<file path="src/ohp_pkg.sv">
// Shared constants for the open-addressing hash probe
`timescale 1ns / 1ps

package ohp_pkg;

  // Storage geometry
  localparam int TABLE_DEPTH = 1024;
  localparam int KEY_WIDTH   = 32;
  localparam int SLOT_W      = $clog2(TABLE_DEPTH);
  localparam int ENTRY_W     = KEY_WIDTH + 1;

  // Fixed field widths
  localparam int SIZE_W   = 11;
  localparam int POS_W    = 10;
  localparam int KEYF_W   = 32;
  localparam int IN_DW    = 48;
  localparam int OUT_DW   = 16;
  localparam int CFG_AW   = 3;
  localparam int CFG_DW   = 32;

  // Register indexes
  localparam logic REG_PROBE_MODE = 1'b0;
  localparam logic REG_TABLE_SIZE = 1'b1;

  // Request kinds
  localparam logic ACT_FIND   = 1'b0;
  localparam logic ACT_INSERT = 1'b1;

  // Probe modes
  localparam logic MODE_LINEAR = 1'b0;
  localparam logic MODE_QUAD   = 1'b1;

  localparam logic [SIZE_W-1:0] SIZE_RESET = SIZE_W'(1024);

endpackage

</file>
<file path="src/ohp_divider.sv">
// Bit-serial remainder unit: key modulo table size, one key bit per cycle
`timescale 1ns / 1ps

module ohp_divider (
  input  logic                         clk_i,
  input  logic                         rst_ni,
  input  logic                         start_i,
  input  logic [ohp_pkg::KEY_WIDTH-1:0] dividend_i,
  input  logic [ohp_pkg::SIZE_W-1:0]    divisor_i,
  output logic                         done_o,
  output logic [ohp_pkg::SIZE_W-1:0]    rem_o
);
  import ohp_pkg::*;

  localparam int CNT_W = (KEY_WIDTH > 1) ? $clog2(KEY_WIDTH) : 1;

  logic                 busy_q, busy_d;
  logic                 done_q, done_d;
  logic [CNT_W-1:0]     cnt_q, cnt_d;
  logic [KEY_WIDTH-1:0] shift_q, shift_d;
  logic [SIZE_W-1:0]    rem_q, rem_d;
  logic [SIZE_W:0]      trial;
  logic [SIZE_W:0]      trial_sub;

  // Shift in the next dividend bit and subtract the divisor where it fits
  assign trial     = {rem_q, shift_q[KEY_WIDTH-1]};
  assign trial_sub = trial - {1'b0, divisor_i};

  always_comb begin
    busy_d  = busy_q;
    done_d  = 1'b0;
    cnt_d   = cnt_q;
    shift_d = shift_q;
    rem_d   = rem_q;
    if (start_i) begin
      busy_d  = 1'b1;
      cnt_d   = CNT_W'(KEY_WIDTH - 1);
      shift_d = dividend_i;
      rem_d   = '0;
    end else if (busy_q) begin
      shift_d = {shift_q[KEY_WIDTH-2:0], 1'b0};
      if (trial >= {1'b0, divisor_i}) begin
        rem_d = trial_sub[SIZE_W-1:0];
      end else begin
        rem_d = trial[SIZE_W-1:0];
      end
      cnt_d = cnt_q - CNT_W'(1);
      if (cnt_q == '0) begin
        busy_d = 1'b0;
        done_d = 1'b1;
      end
    end
  end

  // Hold control state
  always_ff @(posedge clk_i or negedge rst_ni) begin
    if (!rst_ni) begin
      busy_q <= 1'b0;
      done_q <= 1'b0;
      cnt_q  <= '0;
    end else begin
      busy_q <= busy_d;
      done_q <= done_d;
      cnt_q  <= cnt_d;
    end
  end

  // Hold the working words
  always_ff @(posedge clk_i) begin
    shift_q <= shift_d;
    rem_q   <= rem_d;
  end

  assign done_o = done_q;
  assign rem_o  = rem_q;

endmodule

</file>
<file path="config.mk">
export PLATFORM = sky130hd
export DESIGN_NAME = ohp_divider
export DESIGN_NICKNAME = d
export VERILOG_FILES = /design/src/ohp_pkg.sv /design/src/ohp_divider.sv
export SDC_FILE = /design/constraint.sdc
export NUM_CORES = 1
export LEC_CHECK = 0
export BUFFER_PORTS_ARGS = -buffer_cell sky130_fd_sc_hd__buf_2
export CORE_ASPECT_RATIO = 1.2
export CORE_MARGIN = 2
export CORE_UTILIZATION = 31
export DETAILED_ROUTE_END_ITERATION = 6
export SLEW_MARGIN = 20
export SYNTH_ARGS = -nofsm -noshare
export SYNTH_HDL_FRONTEND = slang
export SYNTH_SLANG_ARGS = --single-unit
</file>
<file path="constraint.sdc">
create_clock -name clk_i -period 2.2 [get_ports clk_i]
set_input_delay 0 -clock clk_i [delete_from_list [all_inputs] [get_ports clk_i]]
set_output_delay 0 -clock clk_i [all_outputs]
set_load 0.03 [all_outputs]
</file>
==> implementation parameters <==
Parameter                              Value

Final layout
  Layout cell share with drive strength beyond 1    41.2%
  Signed area change from the synthesized netlist to the final layout    38.6%
  Post-route non-filler standard cell count    459
  NumNets Final    401
  Antenna diode count    0
  Area of all placed cells without fillers    0.00381 mm²

Floorplanning
  DIE AREA    0.00965 mm²
  Starting density of the core    32.0%
  Core Box Area    0.00861 mm²
  Die X-Extent    90.0 µm
  Die outline height    107 µm
  Row cnt    37
  Top-level I/O count    58

Routing
  Drc violations    0
  Vias per std cell    4.80
  Via total after detailed routing    2204
  Routed len/inst    13.7 µm
  Starting DRC count in detailed routing    81
  Detail Route Antenna Nets    0
  Wire length reported by the detailed router    6300 µm
  Length of the first detailed-routing pass in iterations    4

Clocking
  Buffers from clock root to sink, at most    2
  Clock insertion delay at the later pin of the skew report    0.30 ns
  CTS Buf Count    5
  Number of levels the H-tree was split into    2
  Buffer type at the clock tree root    sky130_fd_sc_hd__clkbuf_8
  Clock tree from TritonCTS    done
  Post-CTS clock slew at the launch and capture registers of the worst setup and hold paths    0.10 ns
  Sink Count    50

Logic synthesis
  Syn_nets    293
  Number of synthesized flops with an enable pin    32
  Synthesized area    0.00275 mm²
  Share of the synthesized netlist area taken by xor and xnor gates    2.86%
  Yosys synthesis warning count    0
  Count leader, synth    sky130_fd_sc_hd__edfxtp_1
  Average footprint of a synthesized cell    11.8 µm²
  Largest area contributor in the netlist    sky130_fd_sc_hd__edfxtp_1
  Cell count after synthesis    233
  Synthesized-area fraction occupied by adder cells    6.64%
  Post-synthesis sequential element count    50
  Fraction of synthesis flops using an asynchronous set or reset pin    14.0%
  Largest cells by area after synthesis    sky130_fd_sc_hd__edfxtp_1 (35%), sky130_fd_sc_hd__mux2_2 (13%), sky130_fd_sc_hd__dfxtp_1 (8.0%)
  Top post-synthesis cells by count    sky130_fd_sc_hd__edfxtp_1 (32), sky130_fd_sc_hd__mux2_2 (31), sky130_fd_sc_hd__inv_1 (18)
  Share of Yosys cell area claimed by the top area cell type    34.9%
  Compound-gate portion of the synthesized area    10.1%
  Simple logic cell fraction of the synthesized area    10.8%
  Mux share of post-synthesis cell area    16.1%
  Netlist cell types    50
  Main combinational cell family by area after synthesis    multiplexers
  Sequential fraction of the synthesis area    49.3%
  Dominant register cell in the synthesized netlist    sky130_fd_sc_hd__edfxtp_1

Place
  Final estimated routing congestion in global placement    0.844
  Setup slack at placement    -0.0938 ns
  Number of port buffers    57
  Instance count after placement with tap cells included    419
  Cell Area, Placed    0.00330 mm²
  HPWL after detailed placement    4400 µm

STA
  Crit path setup slack, layout    -0.0507 ns
  Number of hold violations in the final report    0
  Final max-slew violation count    0
  Final setup violation count    2
  Clock period minus worst slack    2.25 ns
  Timing-limited maximum frequency    444 MHz
  Setup repair after global routing missed its margin    true
  Slew margin rel.    60.0%
  Final Cycle Share    102%
  Maximum clock skew at final layout    0.0102 ns
  Setup TNS    -0.0636 ns
  Transition time at the pin with the least slew margin    0.598 ns

Power
  Leakage power figure    1.67 nW
  Power density cells    996 mW/mm²
  Peak supply drop    0.000391 V

Global routing
  Antenna violations before repair    0
  Global-route usage over all layers    12.7%
  Remaining global-route overflow    0
  Global-route wire length before repair    9960 µm
  Number of global-route vias before repair    2226
  Pin count of the biggest net entering global routing    26

Worst setup path
  Required time reported for the critical path endpoint    2.45 ns
  Arrival time of data at the critical path endpoint    2.50 ns
  Largest fanout of any net on the critical path    3
  Kind of end point of the critical path    register
  Type of the setup path with the least slack    register to register
  Type of element launching the critical path    register

Hold path
  Type of the tightest min-delay check    primary input to register

Status
  Violated checks    negative setup slack
  Result of the run    finished with violations

Run
  Count of maximum capacitance violations    0
-- layout make-up --
| type | count | area (µm²) |
|---|---|---|
| well taps | 117 | 146 |
| repair buffers | 111 | 766 |
| multi-input cells | 155 | 1350 |
| clock inverters | 3 | 63.8 |
| fillers | 846 | 4800 |
| clock buffers | 5 | 68.8 |
| flip-flops and latches | 50 | 1360 |
| inverters | 18 | 67.6 |
-- worst paths after layout --
kind	depth (start not counted)	to	slack, ns	from
worst max register to register	9	rem_o[10]	-0.05	shift_q[31]
min in group asynchronous	2	done_o	0.07	rst_ni
worst min-delay path	2	shift_q[10]	0.009	dividend_i[10]
worst min register to register	2	rem_o[2]	0.52	rem_o[2]
max in group asynchronous	2	cnt_q[1]	1.97	rst_ni
worst max-delay path	9	rem_o[10]	-0.05	shift_q[31]
-- critical path, stage by stage, from the launching register on --
cell and delay (ns):
sky130_fd_sc_hd__edfxtp_1 0.35, sky130_fd_sc_hd__inv_2 0.05, sky130_fd_sc_hd__ha_4 0.16, sky130_fd_sc_hd__fa_2 0.38, sky130_fd_sc_hd__nand2b_4 0.15, sky130_fd_sc_hd__a21oi_4 0.19, sky130_fd_sc_hd__a31oi_4 0.13, sky130_fd_sc_hd__or4_1 0.50
sky130_fd_sc_hd__mux2i_1 0.17, sky130_fd_sc_hd__a221o_1 0.13
-- where the power goes --
group,switching (W),total (W),leakage (nW),internal [W]
Sequential,0.0000915,0.00125,0.502,0.00116
Clock,0.000307,0.000757,0.0658,0.000450
Combinational,0.000949,0.00179,1.10,0.000846
-- logic make-up after synthesis --
group / after synthesis
AOI/OAI and AO/OA: 38
buffers and inverters: 28
muxes: 40
and+or+nand+nor: 54
xor gates and xnor gates: 9
adders and majority gates: 14
DFF: 50
-- through the flow --
step                      utilization [%]  hold WS (ns)  total power [W]
final                                44.3       0.00910          0.00380
after global routing                 44.3       0.00165          0.00401
after CTS                            43.4      0.000186          0.00371
after detailed placement             38.4        -0.157          0.00285
after global placement               38.4        -0.158          0.00283
after floorplan                         -        -0.296          0.00234
-- timing repair --
action,CTS,global route
endpoints found under the hold margin,32,1
setup buffers,2,4
gates resized for setup,7,9
endpoints found under the setup margin,11,11
pin swaps,2,7
hold buffers,26,1
cloned,0,0
-- registers in the layout, summed over array words and instances, names as in the netlist --
signal	cells
shift_q	32
rem_o	11
cnt_q	5
busy_q	1
done_o	1
-- per-layer routing --
layer	share of wire [%]	routed length (µm)	vias to the layer above	global-route usage (%)
li1	-	-	1071	-
met5	0	0	-	0
met3	4.4	275	10	2.81
met2	52	3270	68	24.0
met4	1.3	80	0	3.52
met1	42	2670	1055	14.5
-- placed cells by master, fill, tap and decap left out, drive strengths merged, types with 4 or more instances in the layout --
cell type	instances
o21ai	8
xnor2	6
inv	18
nand2b	7
nand2	12
dfxtp	11
a31oi	4
buf	84
dfrtp	7
clkbuf	5
a21oi	5
a21o	5
ha	13
nor2	10
edfxtp	32
mux2i	8
a211oi	4
dlygate4sd3	27
mux2	32
Note: power is estimated with default switching activity, not from simulation.
